--- config.mk ---
export PLATFORM = sky130hd
export DESIGN_NAME = adc_round_robin_sequencer_flat
export DESIGN_NICKNAME = d
export VERILOG_FILES = /design/src/rtl/core/arrs_pkg.sv /design/src/rtl/core/arrs_evt_if.sv /design/src/rtl/core/arrs_res_if.sv /design/src/rtl/core/arrs_ctrl.sv /design/src/rtl/core/arrs_datapath.sv /design/src/rtl/core/adc_round_robin_sequencer.sv /design/src/flat_wrapper.sv
export VERILOG_INCLUDE_DIRS = /design/src /design/src/rtl/core
export SDC_FILE = /design/constraint.sdc
export NUM_CORES = 1
export LEC_CHECK = 0
export BUFFER_PORTS_ARGS = -buffer_cell sky130_fd_sc_hd__buf_2
export CAP_MARGIN = 20
export CORE_AREA = 2 2 143 145
export CTS_CLUSTER_SIZE = 40
export DETAILED_ROUTE_END_ITERATION = 7
export DIE_AREA = 0 0 145 147
export GPL_ROUTABILITY_DRIVEN = 0
export PLACE_DENSITY = 0.73
export SYNTH_ARGS = -nofsm -noshare
export SYNTH_HDL_FRONTEND = slang
export SYNTH_SLANG_ARGS = --single-unit
--- constraint.sdc ---
create_clock -name clk -period 7.6 [get_ports clk]
set_clock_uncertainty 0.15 [all_clocks]
set_input_delay 0.38 -clock clk [delete_from_list [all_inputs] [get_ports clk]]
set_output_delay 0.38 -clock clk [all_outputs]
set_load 0.01 [all_outputs]
--- src/rtl/core/adc_round_robin_sequencer_macros.svh ---
// Assertion macros for the round-robin ADC sequencer.
// Each macro is fully compiled for simulation and empty for synthesis.
`ifndef ADC_ROUND_ROBIN_SEQUENCER_MACROS_SVH
`define ADC_ROUND_ROBIN_SEQUENCER_MACROS_SVH

`ifndef SYNTHESIS

// Same-cycle implication, disabled while reset is asserted.
`define ARRS_ASSERT_IMPLIES(name, clk, rst_n, ante, cons, msg) \
	name: assert property (@(posedge clk) disable iff (!rst_n) (ante) |-> (cons)) \
		else $error(msg);

// Next-cycle implication, disabled while reset is asserted.
`define ARRS_ASSERT_NEXT(name, clk, rst_n, ante, cons, msg) \
	name: assert property (@(posedge clk) disable iff (!rst_n) (ante) |=> (cons)) \
		else $error(msg);

`else

`define ARRS_ASSERT_IMPLIES(name, clk, rst_n, ante, cons, msg)
`define ARRS_ASSERT_NEXT(name, clk, rst_n, ante, cons, msg)

`endif

`endif

--- src/rtl/core/arrs_pkg.sv ---
package arrs_pkg;

	localparam int EVT_BITS     = 3;
	localparam int IDX_BITS     = 3;
	localparam int MODE_BITS    = 2;
	localparam int CHAN_BITS    = 4;
	localparam int TRIG_BITS    = 3;
	localparam int STATE_BITS   = 2;
	localparam int MASK_BITS    = 6;
	localparam int REG_IDX_BITS = 2;

	// Highest channel number that maps onto a digital pin.
	localparam int MAX_DIGITAL_PIN = 5;

	// Event codes
	localparam logic [EVT_BITS-1:0] EV_START = 3'd0;
	localparam logic [EVT_BITS-1:0] EV_STOP  = 3'd1;
	localparam logic [EVT_BITS-1:0] EV_DONE  = 3'd2;
	localparam logic [EVT_BITS-1:0] EV_CMP_A = 3'd3;
	localparam logic [EVT_BITS-1:0] EV_CMP_B = 3'd4;
	localparam logic [EVT_BITS-1:0] EV_REQ   = 3'd5;
	localparam logic [EVT_BITS-1:0] EV_READ  = 3'd6;

	// Entry measurement modes
	localparam logic [MODE_BITS-1:0] MODE_CONT    = 2'd1;
	localparam logic [MODE_BITS-1:0] MODE_ONESHOT = 2'd2;

	// Entry trigger modes
	localparam logic [TRIG_BITS-1:0] TRIG_IMMEDIATE = 3'd0;
	localparam logic [TRIG_BITS-1:0] TRIG_HW_FIRST  = 3'd1;
	localparam logic [TRIG_BITS-1:0] TRIG_HW_LAST   = 3'd5;
	localparam logic [TRIG_BITS-1:0] TRIG_CMP_A     = 3'd6;
	localparam logic [TRIG_BITS-1:0] TRIG_CMP_B     = 3'd7;

	// Sequencer run states
	localparam logic [STATE_BITS-1:0] RS_STOPPED  = 2'd0;
	localparam logic [STATE_BITS-1:0] RS_PENDING  = 2'd1;
	localparam logic [STATE_BITS-1:0] RS_STARTED  = 2'd2;
	localparam logic [STATE_BITS-1:0] RS_COMPLETE = 2'd3;

	// Configuration register indexes
	localparam logic [REG_IDX_BITS-1:0] REG_MODES    = 2'd0;
	localparam logic [REG_IDX_BITS-1:0] REG_CHANNELS = 2'd1;
	localparam logic [REG_IDX_BITS-1:0] REG_TRIGGERS = 2'd2;

	typedef struct packed {
		logic capture;
		logic execute;
	} ctrl_cmd_t;

	typedef struct packed {
		logic out_stall;
	} dp_stat_t;

endpackage

--- src/rtl/core/arrs_evt_if.sv ---
interface arrs_evt_if
	import arrs_pkg::*;
#(
	parameter int SAMPLE_BITS = 10
) ();

	logic                   valid;
	logic                   ready;
	logic [EVT_BITS-1:0]    mode;
	logic [SAMPLE_BITS-1:0] sample;
	logic [IDX_BITS-1:0]    entry_index;

	modport source (output valid, output mode, output sample, output entry_index, input ready);
	modport sink (input valid, input mode, input sample, input entry_index, output ready);

endinterface

--- src/rtl/core/arrs_res_if.sv ---
interface arrs_res_if
	import arrs_pkg::*;
#(
	parameter int SAMPLE_BITS = 10,
	parameter int COUNT_BITS  = 16
) ();

	logic                   valid;
	logic                   ready;
	logic                   start_now;
	logic                   auto_trigger_enable;
	logic [TRIG_BITS-1:0]   trigger_source;
	logic                   arm_compare_a;
	logic                   arm_compare_b;
	logic [CHAN_BITS-1:0]   channel_select;
	logic [STATE_BITS-1:0]  sequencer_state;
	logic [IDX_BITS-1:0]    current_entry;
	logic [COUNT_BITS-1:0]  conversions_done;
	logic [COUNT_BITS-1:0]  rounds_done;
	logic [MASK_BITS-1:0]   digital_disable_mask;
	logic [SAMPLE_BITS-1:0] read_value;

	modport source (
		output valid, output start_now, output auto_trigger_enable, output trigger_source,
		output arm_compare_a, output arm_compare_b, output channel_select,
		output sequencer_state, output current_entry, output conversions_done,
		output rounds_done, output digital_disable_mask, output read_value,
		input ready
	);
	modport sink (
		input valid, input start_now, input auto_trigger_enable, input trigger_source,
		input arm_compare_a, input arm_compare_b, input channel_select,
		input sequencer_state, input current_entry, input conversions_done,
		input rounds_done, input digital_disable_mask, input read_value,
		output ready
	);

endinterface

--- src/rtl/core/arrs_ctrl.sv ---
module arrs_ctrl
	import arrs_pkg::*;
(
	input  logic      clk,
	input  logic      arst_n,
	input  logic      evt_valid,
	output logic      evt_ready,
	input  dp_stat_t  stat,
	output ctrl_cmd_t cmd
);

	typedef enum logic [1:0] {
		S_IDLE = 2'b01,
		S_EXEC = 2'b10
	} state_t;

	state_t state_q;
	state_t state_d;

	always_comb begin
		state_d     = state_q;
		evt_ready   = 1'b0;
		cmd.capture = 1'b0;
		cmd.execute = 1'b0;
		case (state_q)
			S_IDLE: begin
				evt_ready   = 1'b1;
				cmd.capture = evt_valid;
				if (evt_valid) begin
					state_d = S_EXEC;
				end
			end
			S_EXEC: begin
				// Wait here while the previous result has not been taken.
				if (!stat.out_stall) begin
					cmd.execute = 1'b1;
					state_d     = S_IDLE;
				end
			end
			default: begin
				state_d = S_IDLE;
			end
		endcase
	end

	always_ff @(posedge clk or negedge arst_n) begin
		if (!arst_n) begin
			state_q <= S_IDLE;
		end else begin
			state_q <= state_d;
		end
	end

endmodule

--- src/rtl/core/arrs_datapath.sv ---
module arrs_datapath
	import arrs_pkg::*;
#(
	parameter int NUM_ENTRIES = 5,
	parameter int SAMPLE_BITS = 10,
	parameter int COUNT_BITS  = 16
) (
	input  logic                          clk,
	input  logic                          arst_n,
	input  logic                          cfg_we,
	input  logic [REG_IDX_BITS-1:0]       cfg_index,
	input  logic [CHAN_BITS*NUM_ENTRIES-1:0] cfg_data,
	input  logic [EVT_BITS-1:0]           evt_mode,
	input  logic [SAMPLE_BITS-1:0]        evt_sample,
	input  logic [IDX_BITS-1:0]           evt_entry_index,
	input  ctrl_cmd_t                     cmd,
	output dp_stat_t                      stat,
	arrs_res_if.source                    res
);

	localparam int PW = $clog2(NUM_ENTRIES);
	localparam int CW = PW + 1;

	// Configuration
	logic [MODE_BITS*NUM_ENTRIES-1:0] modes_q;
	logic [CHAN_BITS*NUM_ENTRIES-1:0] chans_q;
	logic [TRIG_BITS*NUM_ENTRIES-1:0] trigs_q;

	// Captured event
	logic [EVT_BITS-1:0]    mode_q;
	logic [SAMPLE_BITS-1:0] sample_q;
	logic [IDX_BITS-1:0]    idx_q;

	// Sequencer state
	logic [PW-1:0]          pos_q;
	logic [STATE_BITS-1:0]  run_q;
	logic [NUM_ENTRIES-1:0] req_q;
	logic [SAMPLE_BITS-1:0] samples_q [NUM_ENTRIES];
	logic [COUNT_BITS-1:0]  conv_q;
	logic [COUNT_BITS-1:0]  round_q;
	logic [1:0]             cmp_q;
	logic [MASK_BITS-1:0]   mask_q;

	// Result register
	logic                   res_valid_q;
	logic                   start_now_q;
	logic                   ate_q;
	logic [TRIG_BITS-1:0]   tsrc_q;
	logic [CHAN_BITS-1:0]   chan_sel_q;
	logic [SAMPLE_BITS-1:0] read_value_q;

	logic [MODE_BITS-1:0] mode_a [NUM_ENTRIES];
	logic [CHAN_BITS-1:0] chan_a [NUM_ENTRIES];
	logic [TRIG_BITS-1:0] trig_a [NUM_ENTRIES];

	logic                   done_ok;
	logic                   idx_ok;
	logic                   search_en;
	logic [NUM_ENTRIES-1:0] req_search;
	logic [NUM_ENTRIES-1:0] elig;
	logic                   found;
	logic [PW-1:0]          found_pos;
	logic                   wrap;
	logic [CW-1:0]          cand_wide;
	logic [PW-1:0]          cand;
	logic [MASK_BITS-1:0]   new_mask;

	logic [PW-1:0]          pos_d;
	logic [TRIG_BITS-1:0]   t_d;
	logic [STATE_BITS-1:0]  run_d;
	logic [NUM_ENTRIES-1:0] req_d;
	logic [COUNT_BITS-1:0]  conv_d;
	logic [COUNT_BITS-1:0]  round_d;
	logic [COUNT_BITS-1:0]  round_base;
	logic [1:0]             cmp_d;
	logic [MASK_BITS-1:0]   mask_d;
	logic                   pulse;
	logic [SAMPLE_BITS-1:0] rv;
	logic                   smp_we;
	logic                   ate;

	always_comb begin
		for (int i = 0; i < NUM_ENTRIES; i++) begin
			mode_a[i] = modes_q[MODE_BITS*i +: MODE_BITS];
			chan_a[i] = chans_q[CHAN_BITS*i +: CHAN_BITS];
			trig_a[i] = trigs_q[TRIG_BITS*i +: TRIG_BITS];
		end
	end

	assign done_ok = (run_q == RS_STARTED) || (run_q == RS_PENDING && cmp_q == 2'b00);
	assign idx_ok  = {1'b0, idx_q} < (IDX_BITS + 1)'(NUM_ENTRIES);
	assign search_en = (mode_q == EV_START) || (mode_q == EV_DONE && done_ok);

	// The finished entry's request is dropped before the search looks at it.
	assign req_search = (mode_q == EV_DONE) ? (req_q & ~(NUM_ENTRIES'(1) << pos_q)) : req_q;

	always_comb begin
		for (int i = 0; i < NUM_ENTRIES; i++) begin
			elig[i] = (mode_a[i] == MODE_CONT) || (mode_a[i] == MODE_ONESHOT && req_search[i]);
		end
	end

	// Rotating priority search: candidates pos+1 .. pos+N, nearest one wins.
	always_comb begin
		found     = 1'b0;
		found_pos = pos_q;
		cand_wide = '0;
		cand      = '0;
		for (int k = NUM_ENTRIES; k >= 1; k--) begin
			cand_wide = CW'(pos_q) + CW'(k);
			if (cand_wide >= CW'(NUM_ENTRIES)) begin
				cand_wide = cand_wide - CW'(NUM_ENTRIES);
			end
			cand = cand_wide[PW-1:0];
			if (elig[cand]) begin
				found     = 1'b1;
				found_pos = cand;
			end
		end
	end

	// A full circle with no hit also passes the last entry once.
	assign wrap = !found || (found_pos <= pos_q);

	always_comb begin
		new_mask = '0;
		for (int i = 0; i < NUM_ENTRIES; i++) begin
			if (chan_a[i] <= CHAN_BITS'(MAX_DIGITAL_PIN)) begin
				new_mask[chan_a[i][2:0]] = 1'b1;
			end
		end
	end

	assign pos_d = (search_en && found) ? found_pos : pos_q;
	assign t_d   = trig_a[pos_d];

	always_comb begin
		run_d      = run_q;
		req_d      = req_q;
		conv_d     = conv_q;
		round_base = round_q;
		round_d    = round_q;
		cmp_d      = cmp_q;
		mask_d     = mask_q;
		pulse      = 1'b0;
		rv         = '0;
		smp_we     = 1'b0;
		case (mode_q)
			EV_START: begin
				conv_d     = '0;
				round_base = '0;
				round_d    = '0;
				cmp_d      = 2'b00;
				mask_d     = new_mask;
			end
			EV_STOP: begin
				run_d = RS_STOPPED;
				cmp_d = 2'b00;
			end
			EV_DONE: begin
				if (done_ok) begin
					conv_d = conv_q + COUNT_BITS'(1);
					smp_we = 1'b1;
					req_d  = req_search;
					rv     = sample_q;
				end
			end
			EV_CMP_A: begin
				if (cmp_q[0]) begin
					cmp_d = 2'b00;
					run_d = RS_STARTED;
					pulse = 1'b1;
				end
			end
			EV_CMP_B: begin
				if (cmp_q[1]) begin
					cmp_d = 2'b00;
					run_d = RS_STARTED;
					pulse = 1'b1;
				end
			end
			EV_REQ: begin
				if (idx_ok) begin
					req_d = req_q | (NUM_ENTRIES'(1) << idx_q[PW-1:0]);
				end
			end
			EV_READ: begin
				if (idx_ok) begin
					rv = samples_q[idx_q[PW-1:0]];
				end
			end
			default: begin
			end
		endcase

		if (search_en) begin
			round_d = round_base + COUNT_BITS'(wrap);
			if (found) begin
				case (t_d)
					TRIG_IMMEDIATE: begin
						run_d = RS_STARTED;
						cmp_d = 2'b00;
						pulse = 1'b1;
					end
					TRIG_CMP_A: begin
						run_d = RS_PENDING;
						cmp_d = 2'b01;
					end
					TRIG_CMP_B: begin
						run_d = RS_PENDING;
						cmp_d = 2'b10;
					end
					default: begin
						run_d = RS_PENDING;
						cmp_d = 2'b00;
					end
				endcase
			end else begin
				run_d = RS_STOPPED;
			end
		end
	end

	assign ate = (run_d == RS_PENDING) && (t_d inside {[TRIG_HW_FIRST:TRIG_HW_LAST]});

	always_ff @(posedge clk or negedge arst_n) begin
		if (!arst_n) begin
			modes_q <= '0;
			chans_q <= '0;
			trigs_q <= '0;
		end else if (cfg_we) begin
			case (cfg_index)
				REG_MODES:    modes_q <= cfg_data[MODE_BITS*NUM_ENTRIES-1:0];
				REG_CHANNELS: chans_q <= cfg_data[CHAN_BITS*NUM_ENTRIES-1:0];
				REG_TRIGGERS: trigs_q <= cfg_data[TRIG_BITS*NUM_ENTRIES-1:0];
				default: begin
				end
			endcase
		end
	end

	always_ff @(posedge clk) begin
		if (cmd.capture) begin
			mode_q   <= evt_mode;
			sample_q <= evt_sample;
			idx_q    <= evt_entry_index;
		end
	end

	always_ff @(posedge clk or negedge arst_n) begin
		if (!arst_n) begin
			pos_q   <= '0;
			run_q   <= RS_STOPPED;
			req_q   <= '0;
			conv_q  <= '0;
			round_q <= '0;
			cmp_q   <= 2'b00;
			mask_q  <= '0;
			for (int i = 0; i < NUM_ENTRIES; i++) begin
				samples_q[i] <= '0;
			end
		end else if (cmd.execute) begin
			pos_q   <= pos_d;
			run_q   <= run_d;
			req_q   <= req_d;
			conv_q  <= conv_d;
			round_q <= round_d;
			cmp_q   <= cmp_d;
			mask_q  <= mask_d;
			if (smp_we) begin
				samples_q[pos_q] <= sample_q;
			end
		end
	end

	always_ff @(posedge clk or negedge arst_n) begin
		if (!arst_n) begin
			res_valid_q <= 1'b0;
		end else if (cmd.execute) begin
			res_valid_q <= 1'b1;
		end else if (res.ready) begin
			res_valid_q <= 1'b0;
		end
	end

	always_ff @(posedge clk) begin
		if (cmd.execute) begin
			start_now_q  <= pulse;
			ate_q        <= ate;
			tsrc_q       <= ate ? (t_d - TRIG_HW_FIRST) : '0;
			chan_sel_q   <= chan_a[pos_d];
			read_value_q <= rv;
		end
	end

	assign stat.out_stall = res_valid_q && !res.ready;

	// Sequencer state registers only change on execute, so they mirror the result.
	assign res.valid                = res_valid_q;
	assign res.start_now            = start_now_q;
	assign res.auto_trigger_enable  = ate_q;
	assign res.trigger_source       = tsrc_q;
	assign res.arm_compare_a        = cmp_q[0];
	assign res.arm_compare_b        = cmp_q[1];
	assign res.channel_select       = chan_sel_q;
	assign res.sequencer_state      = run_q;
	assign res.current_entry        = IDX_BITS'(pos_q);
	assign res.conversions_done     = conv_q;
	assign res.rounds_done          = round_q;
	assign res.digital_disable_mask = mask_q;
	assign res.read_value           = read_value_q;

endmodule

--- src/rtl/core/adc_round_robin_sequencer.sv ---
// Round-robin ADC conversion sequencer.
// Events (start, stop, conversion done, compare A/B, one-shot request, read)
// arrive on the evt channel; every event produces exactly one transaction on
// the res channel with the sequencer outputs after that event.
// Entry modes, channels and triggers are written through cfg_we, cfg_index
// and cfg_data; the user must do so only while no event is in flight, which the block itself does not enforce.
// An accepted event is captured, then executed once the result register is
// free; its result is valid from then until it is taken. No new event is
// accepted until the captured one has executed, which runs the rotating
// priority search over all entries and updates the state.
// While the receiver stalls, the result holds and one more event is
// captured; that event waits until the result register has been taken.
// Reset clears the configuration, counters, requests, stored samples and the
// result valid flag; the sequencer comes up stopped at entry zero.
module adc_round_robin_sequencer
	import arrs_pkg::*;
#(
	parameter int NUM_ENTRIES = 5,
	parameter int SAMPLE_BITS = 10,
	parameter int COUNT_BITS  = 16
) (
	input  logic                             clk,
	input  logic                             arst_n,
	input  logic                             cfg_we,
	input  logic [REG_IDX_BITS-1:0]          cfg_index,
	input  logic [CHAN_BITS*NUM_ENTRIES-1:0] cfg_data,
	arrs_evt_if.sink                         evt,
	arrs_res_if.source                       res
);

	`include "adc_round_robin_sequencer_macros.svh"

	ctrl_cmd_t cmd;
	dp_stat_t  stat;
	logic      evt_ready;

	assign evt.ready = evt_ready;

	arrs_ctrl u_ctrl (
		.clk       (clk),
		.arst_n    (arst_n),
		.evt_valid (evt.valid),
		.evt_ready (evt_ready),
		.stat      (stat),
		.cmd       (cmd)
	);

	arrs_datapath #(
		.NUM_ENTRIES (NUM_ENTRIES),
		.SAMPLE_BITS (SAMPLE_BITS),
		.COUNT_BITS  (COUNT_BITS)
	) u_datapath (
		.clk             (clk),
		.arst_n          (arst_n),
		.cfg_we          (cfg_we),
		.cfg_index       (cfg_index),
		.cfg_data        (cfg_data),
		.evt_mode        (evt.mode),
		.evt_sample      (evt.sample),
		.evt_entry_index (evt.entry_index),
		.cmd             (cmd),
		.stat            (stat),
		.res             (res)
	);

	`ARRS_ASSERT_NEXT(a_busy_after_accept, clk, arst_n, evt.valid && evt.ready, !evt.ready, "event accepted while the previous one was still executing")
	`ARRS_ASSERT_IMPLIES(a_cmp_onehot, clk, arst_n, res.valid, $onehot0({res.arm_compare_b, res.arm_compare_a}), "both timer compares armed at once")
	`ARRS_ASSERT_IMPLIES(a_no_complete, clk, arst_n, res.valid, res.sequencer_state != RS_COMPLETE, "transient complete state reported")
	`ARRS_ASSERT_IMPLIES(a_ate_pending, clk, arst_n, res.valid && res.auto_trigger_enable, res.sequencer_state == RS_PENDING, "hardware trigger enabled outside pending state")

endmodule

--- src/flat_wrapper.sv ---
// flat-port wrapper written by rule: the top's interface ports become plain ports
module adc_round_robin_sequencer_flat import arrs_pkg::*;
#(
	parameter int NUM_ENTRIES = 5,
	parameter int SAMPLE_BITS = 10,
	parameter int COUNT_BITS  = 16
)
  (clk, arst_n, cfg_we, cfg_index, cfg_data, evt_valid, evt_mode, evt_sample, evt_entry_index, evt_ready, res_valid, res_start_now, res_auto_trigger_enable, res_trigger_source, res_arm_compare_a, res_arm_compare_b, res_channel_select, res_sequencer_state, res_current_entry, res_conversions_done, res_rounds_done, res_digital_disable_mask, res_read_value, res_ready);
  arrs_evt_if #(.SAMPLE_BITS(SAMPLE_BITS)) evt_i ();
  arrs_res_if #(.SAMPLE_BITS(SAMPLE_BITS), .COUNT_BITS(COUNT_BITS)) res_i ();
  input  logic clk;
  input  logic arst_n;
  input  logic cfg_we;
  input  logic [REG_IDX_BITS-1:0] cfg_index;
  input  logic [CHAN_BITS*NUM_ENTRIES-1:0] cfg_data;
  input wire logic [$bits(evt_i.valid)-1:0] evt_valid;
  input wire logic [$bits(evt_i.mode)-1:0] evt_mode;
  input wire logic [$bits(evt_i.sample)-1:0] evt_sample;
  input wire logic [$bits(evt_i.entry_index)-1:0] evt_entry_index;
  output wire logic [$bits(evt_i.ready)-1:0] evt_ready;
  output wire logic [$bits(res_i.valid)-1:0] res_valid;
  output wire logic [$bits(res_i.start_now)-1:0] res_start_now;
  output wire logic [$bits(res_i.auto_trigger_enable)-1:0] res_auto_trigger_enable;
  output wire logic [$bits(res_i.trigger_source)-1:0] res_trigger_source;
  output wire logic [$bits(res_i.arm_compare_a)-1:0] res_arm_compare_a;
  output wire logic [$bits(res_i.arm_compare_b)-1:0] res_arm_compare_b;
  output wire logic [$bits(res_i.channel_select)-1:0] res_channel_select;
  output wire logic [$bits(res_i.sequencer_state)-1:0] res_sequencer_state;
  output wire logic [$bits(res_i.current_entry)-1:0] res_current_entry;
  output wire logic [$bits(res_i.conversions_done)-1:0] res_conversions_done;
  output wire logic [$bits(res_i.rounds_done)-1:0] res_rounds_done;
  output wire logic [$bits(res_i.digital_disable_mask)-1:0] res_digital_disable_mask;
  output wire logic [$bits(res_i.read_value)-1:0] res_read_value;
  input wire logic [$bits(res_i.ready)-1:0] res_ready;
  assign evt_i.valid = evt_valid;
  assign evt_i.mode = evt_mode;
  assign evt_i.sample = evt_sample;
  assign evt_i.entry_index = evt_entry_index;
  assign evt_ready = evt_i.ready;
  assign res_valid = res_i.valid;
  assign res_start_now = res_i.start_now;
  assign res_auto_trigger_enable = res_i.auto_trigger_enable;
  assign res_trigger_source = res_i.trigger_source;
  assign res_arm_compare_a = res_i.arm_compare_a;
  assign res_arm_compare_b = res_i.arm_compare_b;
  assign res_channel_select = res_i.channel_select;
  assign res_sequencer_state = res_i.sequencer_state;
  assign res_current_entry = res_i.current_entry;
  assign res_conversions_done = res_i.conversions_done;
  assign res_rounds_done = res_i.rounds_done;
  assign res_digital_disable_mask = res_i.digital_disable_mask;
  assign res_read_value = res_i.read_value;
  assign res_i.ready = res_ready;
  adc_round_robin_sequencer #(.NUM_ENTRIES(NUM_ENTRIES), .SAMPLE_BITS(SAMPLE_BITS), .COUNT_BITS(COUNT_BITS)) u_core (.clk(clk), .arst_n(arst_n), .cfg_we(cfg_we), .cfg_index(cfg_index), .cfg_data(cfg_data), .evt(evt_i), .res(res_i));
endmodule
==> out/summary.txt <==
STATUS
-------------------------------------------------------------------------
Outcome                                                      finished, final reports clean

GLOBAL ROUTING
-------------------------------------------------------------------------
Via count of the first global-routing pass                           7178
Pin count of the biggest net entering global routing                   76
Initial antenna violation count                                         0
Global router's overall resource usage                             22.25%
Congestion Overflow GR                                                  0
Wire length of the first global-routing pass                     37810 um

DIE
-------------------------------------------------------------------------
# rows                                                                 52
Area enclosed by the die boundary                             21320 sq um
Initial core utilization                                           49.06%
Die H                                                              147 um
Die Width                                                          145 um
I/O pin total                                                         109
Placeable core region                                         19840 sq um

DRT
-------------------------------------------------------------------------
Drt pass-1 iters                                                        5
Routed wire length per instance                                  18.45 um
Routed Antenna Nets                                                     0
Drc violations                                                          0
Wire length after detailed routing                               23410 um
Vias/cell                                                           5.826
Violation count after the first detailed-routing iteration            584
Via count                                                            7393

YOSYS
-------------------------------------------------------------------------
Most used DFF post-synth                                     sky130_fd_sc_hd__dfrtp_1
Post-synthesis instance total                                         868
Post-synth net total                                                  937
#FFs+latches synth                                                    183
Count of cell types in the netlist                                     87
Share of the yosys chip area belonging to registers                48.85%
Share of flip-flops with an asynchronous set or reset              80.87%
Total of warnings raised by yosys                                       0
Netlist Area Pre-Place                                         9736 sq um
Number of enable flip-flop cells after synthesis                       35
Mean instance size in the synthesized netlist                 11.22 sq um

FLOW RUN
-------------------------------------------------------------------------
Max-cap violation count                                                 0

SETUP PATH
-------------------------------------------------------------------------
Largest fanout on the critical path                                    14
Setup crit start kind                                                flop
Worst flop-to-flop path startpoint                           u_core.u_datapath.res.current_entry[0]
CP arrival                                                        6.41 ns
CP required                                                       7.76 ns
Timing startpoint of the critical path                       u_core.u_datapath.res.current_entry[0]
Endpoint class of the critical path                                  flop
Critical Setup Path Class                                      reg -> reg

TIMING
-------------------------------------------------------------------------
Final worst path period share                                      82.16%
Actual transition at the worst max-transition pin               0.9877 ns
Final count of hold timing violations                                   0
Final total negative setup slack                                     0 ns
Maximum clock rate                                              160.2 MHz
Final Critical Period                                            6.244 ns
Fin worst setup slack                                            1.356 ns
Max-slew violation count                                                0
Unrepaired setup endpoints after global routing                     false
Max-Slew Margin vs Limit                                           33.95%
Final-report setup violation count                                      0

FINAL LAYOUT
-------------------------------------------------------------------------
Share of layout cells above drive strength 1                       28.43%
Final-stage net count                                                1055
Fill cell total of the finished layout                               1677
Post-synthesis to final-layout area growth                         16.50%
# diodes                                                                0

MIN PATH
-------------------------------------------------------------------------
Worst min-delay path startpoint                               evt_mode[1]
Hold WC Path Type                                               in -> reg

CLOCK NETWORK
-------------------------------------------------------------------------
Cells resized by post-CTS repair                                        0
Clock tree from TritonCTS                                            done
Number of levels in the clock H-tree                                    4
Clock Sinks                                                           183
CTS clock-pin slew for the worst setup and hold paths             0.07 ns
Cts bufs inserted                                                      17
Clock buffer depth                                                      2
Worst-Skew Late Latency                                           0.43 ns
Cell at the root of the clock tree                           sky130_fd_sc_hd__clkbuf_16

POWER
-------------------------------------------------------------------------
Leakage Power                                                    5.062 nW
IR Drop Worst-Case VDD                                          0.2789 mV
Power per cell area                                          357.6 nW/um^2

PLACED DESIGN
-------------------------------------------------------------------------
Dpl hpwl                                                         16440 um
Setup slack at placement                                         1.457 ns
Port-buffer cells                                                     108

## cells in the mapped netlist, types with 4 or more instances
| library cell | n | area (sq um) |
|---|---|---|
| sky130_fd_sc_hd__nor2b_1 | 11 | 68.82 |
| sky130_fd_sc_hd__nand3_1 | 20 | 100.1 |
| sky130_fd_sc_hd__a22oi_1 | 14 | 105.1 |
| sky130_fd_sc_hd__mux4_2 | 11 | 247.7 |
| sky130_fd_sc_hd__inv_1 | 19 | 71.32 |
| sky130_fd_sc_hd__dfrtp_1 | 147 | 3679 |
| sky130_fd_sc_hd__nand2b_1 | 14 | 87.58 |
| sky130_fd_sc_hd__a21oi_1 | 36 | 180.2 |
| sky130_fd_sc_hd__buf_2 | 4 | 20.02 |
| sky130_fd_sc_hd__nor3_1 | 14 | 70.07 |
| sky130_fd_sc_hd__o31ai_1 | 4 | 30.03 |
| sky130_fd_sc_hd__nand4_1 | 7 | 43.79 |
| sky130_fd_sc_hd__nand3b_1 | 6 | 45.04 |
| sky130_fd_sc_hd__and3_1 | 10 | 62.56 |
| sky130_fd_sc_hd__o211ai_1 | 4 | 30.03 |
| sky130_fd_sc_hd__nor4_1 | 12 | 75.07 |
| sky130_fd_sc_hd__mux2_2 | 98 | 1104 |
| sky130_fd_sc_hd__mux2i_1 | 21 | 210.2 |
| sky130_fd_sc_hd__nand2_1 | 63 | 236.5 |
| sky130_fd_sc_hd__clkbuf_1 | 32 | 120.1 |
| sky130_fd_sc_hd__o21ai_1 | 9 | 45.04 |
| sky130_fd_sc_hd__ha_1 | 25 | 312.8 |
| sky130_fd_sc_hd__o22ai_1 | 5 | 31.28 |
| sky130_fd_sc_hd__a31oi_1 | 17 | 106.4 |
| sky130_fd_sc_hd__o21ai_0 | 32 | 160.2 |
| sky130_fd_sc_hd__edfxtp_1 | 35 | 1051 |
| sky130_fd_sc_hd__a211oi_1 | 6 | 45.04 |
| sky130_fd_sc_hd__nor3b_1 | 9 | 67.56 |
| sky130_fd_sc_hd__o2bb2ai_1 | 9 | 78.83 |
| sky130_fd_sc_hd__a22o_1 | 7 | 61.31 |
| sky130_fd_sc_hd__nor2_1 | 59 | 221.5 |
| sky130_fd_sc_hd__xor2_1 | 10 | 87.58 |
| sky130_fd_sc_hd__inv_2 | 5 | 18.77 |
| sky130_fd_sc_hd__and2_1 | 11 | 68.82 |
| sky130_fd_sc_hd__or3_1 | 7 | 43.79 |
| sky130_fd_sc_hd__xnor2_1 | 9 | 78.83 |
## layout make-up
type | instances | area (sq um) | share of cell area [%]
Inverter | 25 | 93.84 | 0.8274
Timing Repair Buffer | 137 | 808.3 | 7.126
Tap cell | 270 | 337.8 | 2.978
Sequential cell | 183 | 4756 | 41.93
Multi-Input combinational cell | 622 | 4741 | 41.80
Clock inverter | 13 | 172.7 | 1.522
Clock buffer | 19 | 432.9 | 3.817
## critical path, stage by stage, from the launching register on
cell                       delay (ns)
sky130_fd_sc_hd__dfrtp_1         0.56
sky130_fd_sc_hd__buf_4           0.28
sky130_fd_sc_hd__ha_1            0.24
sky130_fd_sc_hd__ha_1            0.55
sky130_fd_sc_hd__inv_1           0.13
sky130_fd_sc_hd__a211o_1         0.30
sky130_fd_sc_hd__a211o_1         0.26
sky130_fd_sc_hd__a222oi_1        0.50
sky130_fd_sc_hd__a21o_1          0.24
sky130_fd_sc_hd__nor2_1          0.08
sky130_fd_sc_hd__a311oi_2        0.36
sky130_fd_sc_hd__ha_1            0.32
sky130_fd_sc_hd__a21o_1          0.16
sky130_fd_sc_hd__a21oi_1         0.14
sky130_fd_sc_hd__a311o_1         0.17
sky130_fd_sc_hd__ha_1            0.17
sky130_fd_sc_hd__ha_1            0.16
sky130_fd_sc_hd__nand4_1         0.09
sky130_fd_sc_hd__nor3_1          0.63
sky130_fd_sc_hd__and2_1          0.29
sky130_fd_sc_hd__a31oi_1         0.10
sky130_fd_sc_hd__o21ai_0         0.14
sky130_fd_sc_hd__o21ai_0         0.10
## layer usage
metal | vias up | share of wire (%) | track usage (%)
li1 | 3472 | - | -
met1 | 3668 | 45 | 31.66
met5 | - | 0 | 0
met3 | 30 | 5.5 | 3.634
met2 | 223 | 48 | 35.17
met4 | 0 | 1.8 | 7.178
## per-stage QoR
step	std cells	area (sq um)	utilization (%)	power (mW)	hold WS, ns
floorplan	868	9736	-	2.679	-0.06559
global placement	1219	10560	53.20	3.088	0.3004
detailed placement	1220	10570	53.26	3.123	0.2928
CTS	1268	11330	57.12	4.048	0.008812
global route	1269	11340	57.16	4.328	0.01162
finish	1269	11340	57.16	4.056	0.02047
## sequential cells by signal, indices dropped and copies added (netlist names), 3 cells and up
name                                        cells
u_core.u_datapath.chans_q                      20
u_core.u_datapath.idx_q                         3
u_core.u_datapath.mode_q                        3
u_core.u_datapath.modes_q                      10
u_core.u_datapath.req_q                         5
u_core.u_datapath.res.channel_select            4
u_core.u_datapath.res.conversions_done         16
u_core.u_datapath.res.current_entry             3
u_core.u_datapath.res.digital_disable_mask      6
u_core.u_datapath.res.read_value               10
u_core.u_datapath.res.rounds_done              16
u_core.u_datapath.res.trigger_source            3
u_core.u_datapath.sample_q                     10
u_core.u_datapath.samples_q                    50
u_core.u_datapath.trigs_q                      15
## cells by family (layout without fill, tap and decap cells)
logic type / Yosys count / in the layout / share of synthesized area, %
mux: 132 / 132 / 16.33
fa+ha+maj: 26 / 26 / 3.419
xor+xnor: 19 / 19 / 1.709
buf+inv: 63 / 194 / 2.519
compound gates: 178 / 178 / 12.59
flops: 183 / 183 / 48.85
simple gates: 267 / 267 / 14.57
## where the power goes
part / internal, mW / switching [mW]
combinational: 0.775 / 1.09
sequential: 1.14 / 0.142
clock: 0.521 / 0.386
## repair_timing
| item | 4_1_cts | 5_1_grt |
|---|---|---|
| endpoints found under the hold margin | 88 | 0 |
| setup buffers | 0 | 0 |
| hold buffers | 16 | 0 |
## cells in the final DEF (no fill, tap or decap), types with 9 or more instances in the layout
cell,synthesis,layout
sky130_fd_sc_hd__edfxtp_1,35,35
sky130_fd_sc_hd__nor3_1,14,14
sky130_fd_sc_hd__clkbuf_16,0,17
sky130_fd_sc_hd__nand2_1,63,63
sky130_fd_sc_hd__xnor2_1,9,9
sky130_fd_sc_hd__dlygate4sd3_1,0,16
sky130_fd_sc_hd__nor4_1,12,12
sky130_fd_sc_hd__nor2_1,59,59
sky130_fd_sc_hd__and3_1,10,10
sky130_fd_sc_hd__a21oi_1,36,36
sky130_fd_sc_hd__o2bb2ai_1,9,9
sky130_fd_sc_hd__o21ai_1,9,9
sky130_fd_sc_hd__buf_4,1,11
sky130_fd_sc_hd__nor2b_1,11,11
sky130_fd_sc_hd__mux2_2,98,98
sky130_fd_sc_hd__o21ai_0,32,32
sky130_fd_sc_hd__a31oi_1,17,17
sky130_fd_sc_hd__dfrtp_1,147,147
sky130_fd_sc_hd__inv_1,19,19
sky130_fd_sc_hd__and2_1,11,11
sky130_fd_sc_hd__nand3_1,20,20
sky130_fd_sc_hd__a22oi_1,14,14
sky130_fd_sc_hd__nand2b_1,14,14
sky130_fd_sc_hd__buf_2,4,107
sky130_fd_sc_hd__ha_1,25,25
sky130_fd_sc_hd__nor3b_1,9,9
sky130_fd_sc_hd__mux4_2,11,11
sky130_fd_sc_hd__mux2i_1,21,21
sky130_fd_sc_hd__xor2_1,10,10
## worst paths after layout
| path | cells past startpoint | to | slack, ns |
|---|---|---|---|
| worst min register to register | 1 | u_core.u_datapath.res.rounds_done[7] | 0.34 |
| min in group asynchronous | 2 | u_core.u_ctrl.state_q[1] | 0.37 |
| worst max-delay path | 22 | u_core.u_datapath.res.rounds_done[14] | 1.36 |
| max in group asynchronous | 3 | u_core.u_datapath.samples_q[16] | 5.47 |
| worst max register to register | 22 | u_core.u_datapath.res.rounds_done[14] | 1.36 |
| worst min-delay path | 1 | u_core.u_datapath.mode_q[1] | 0.02 |
No activity file was read; power rests on OpenSTA's default activity.
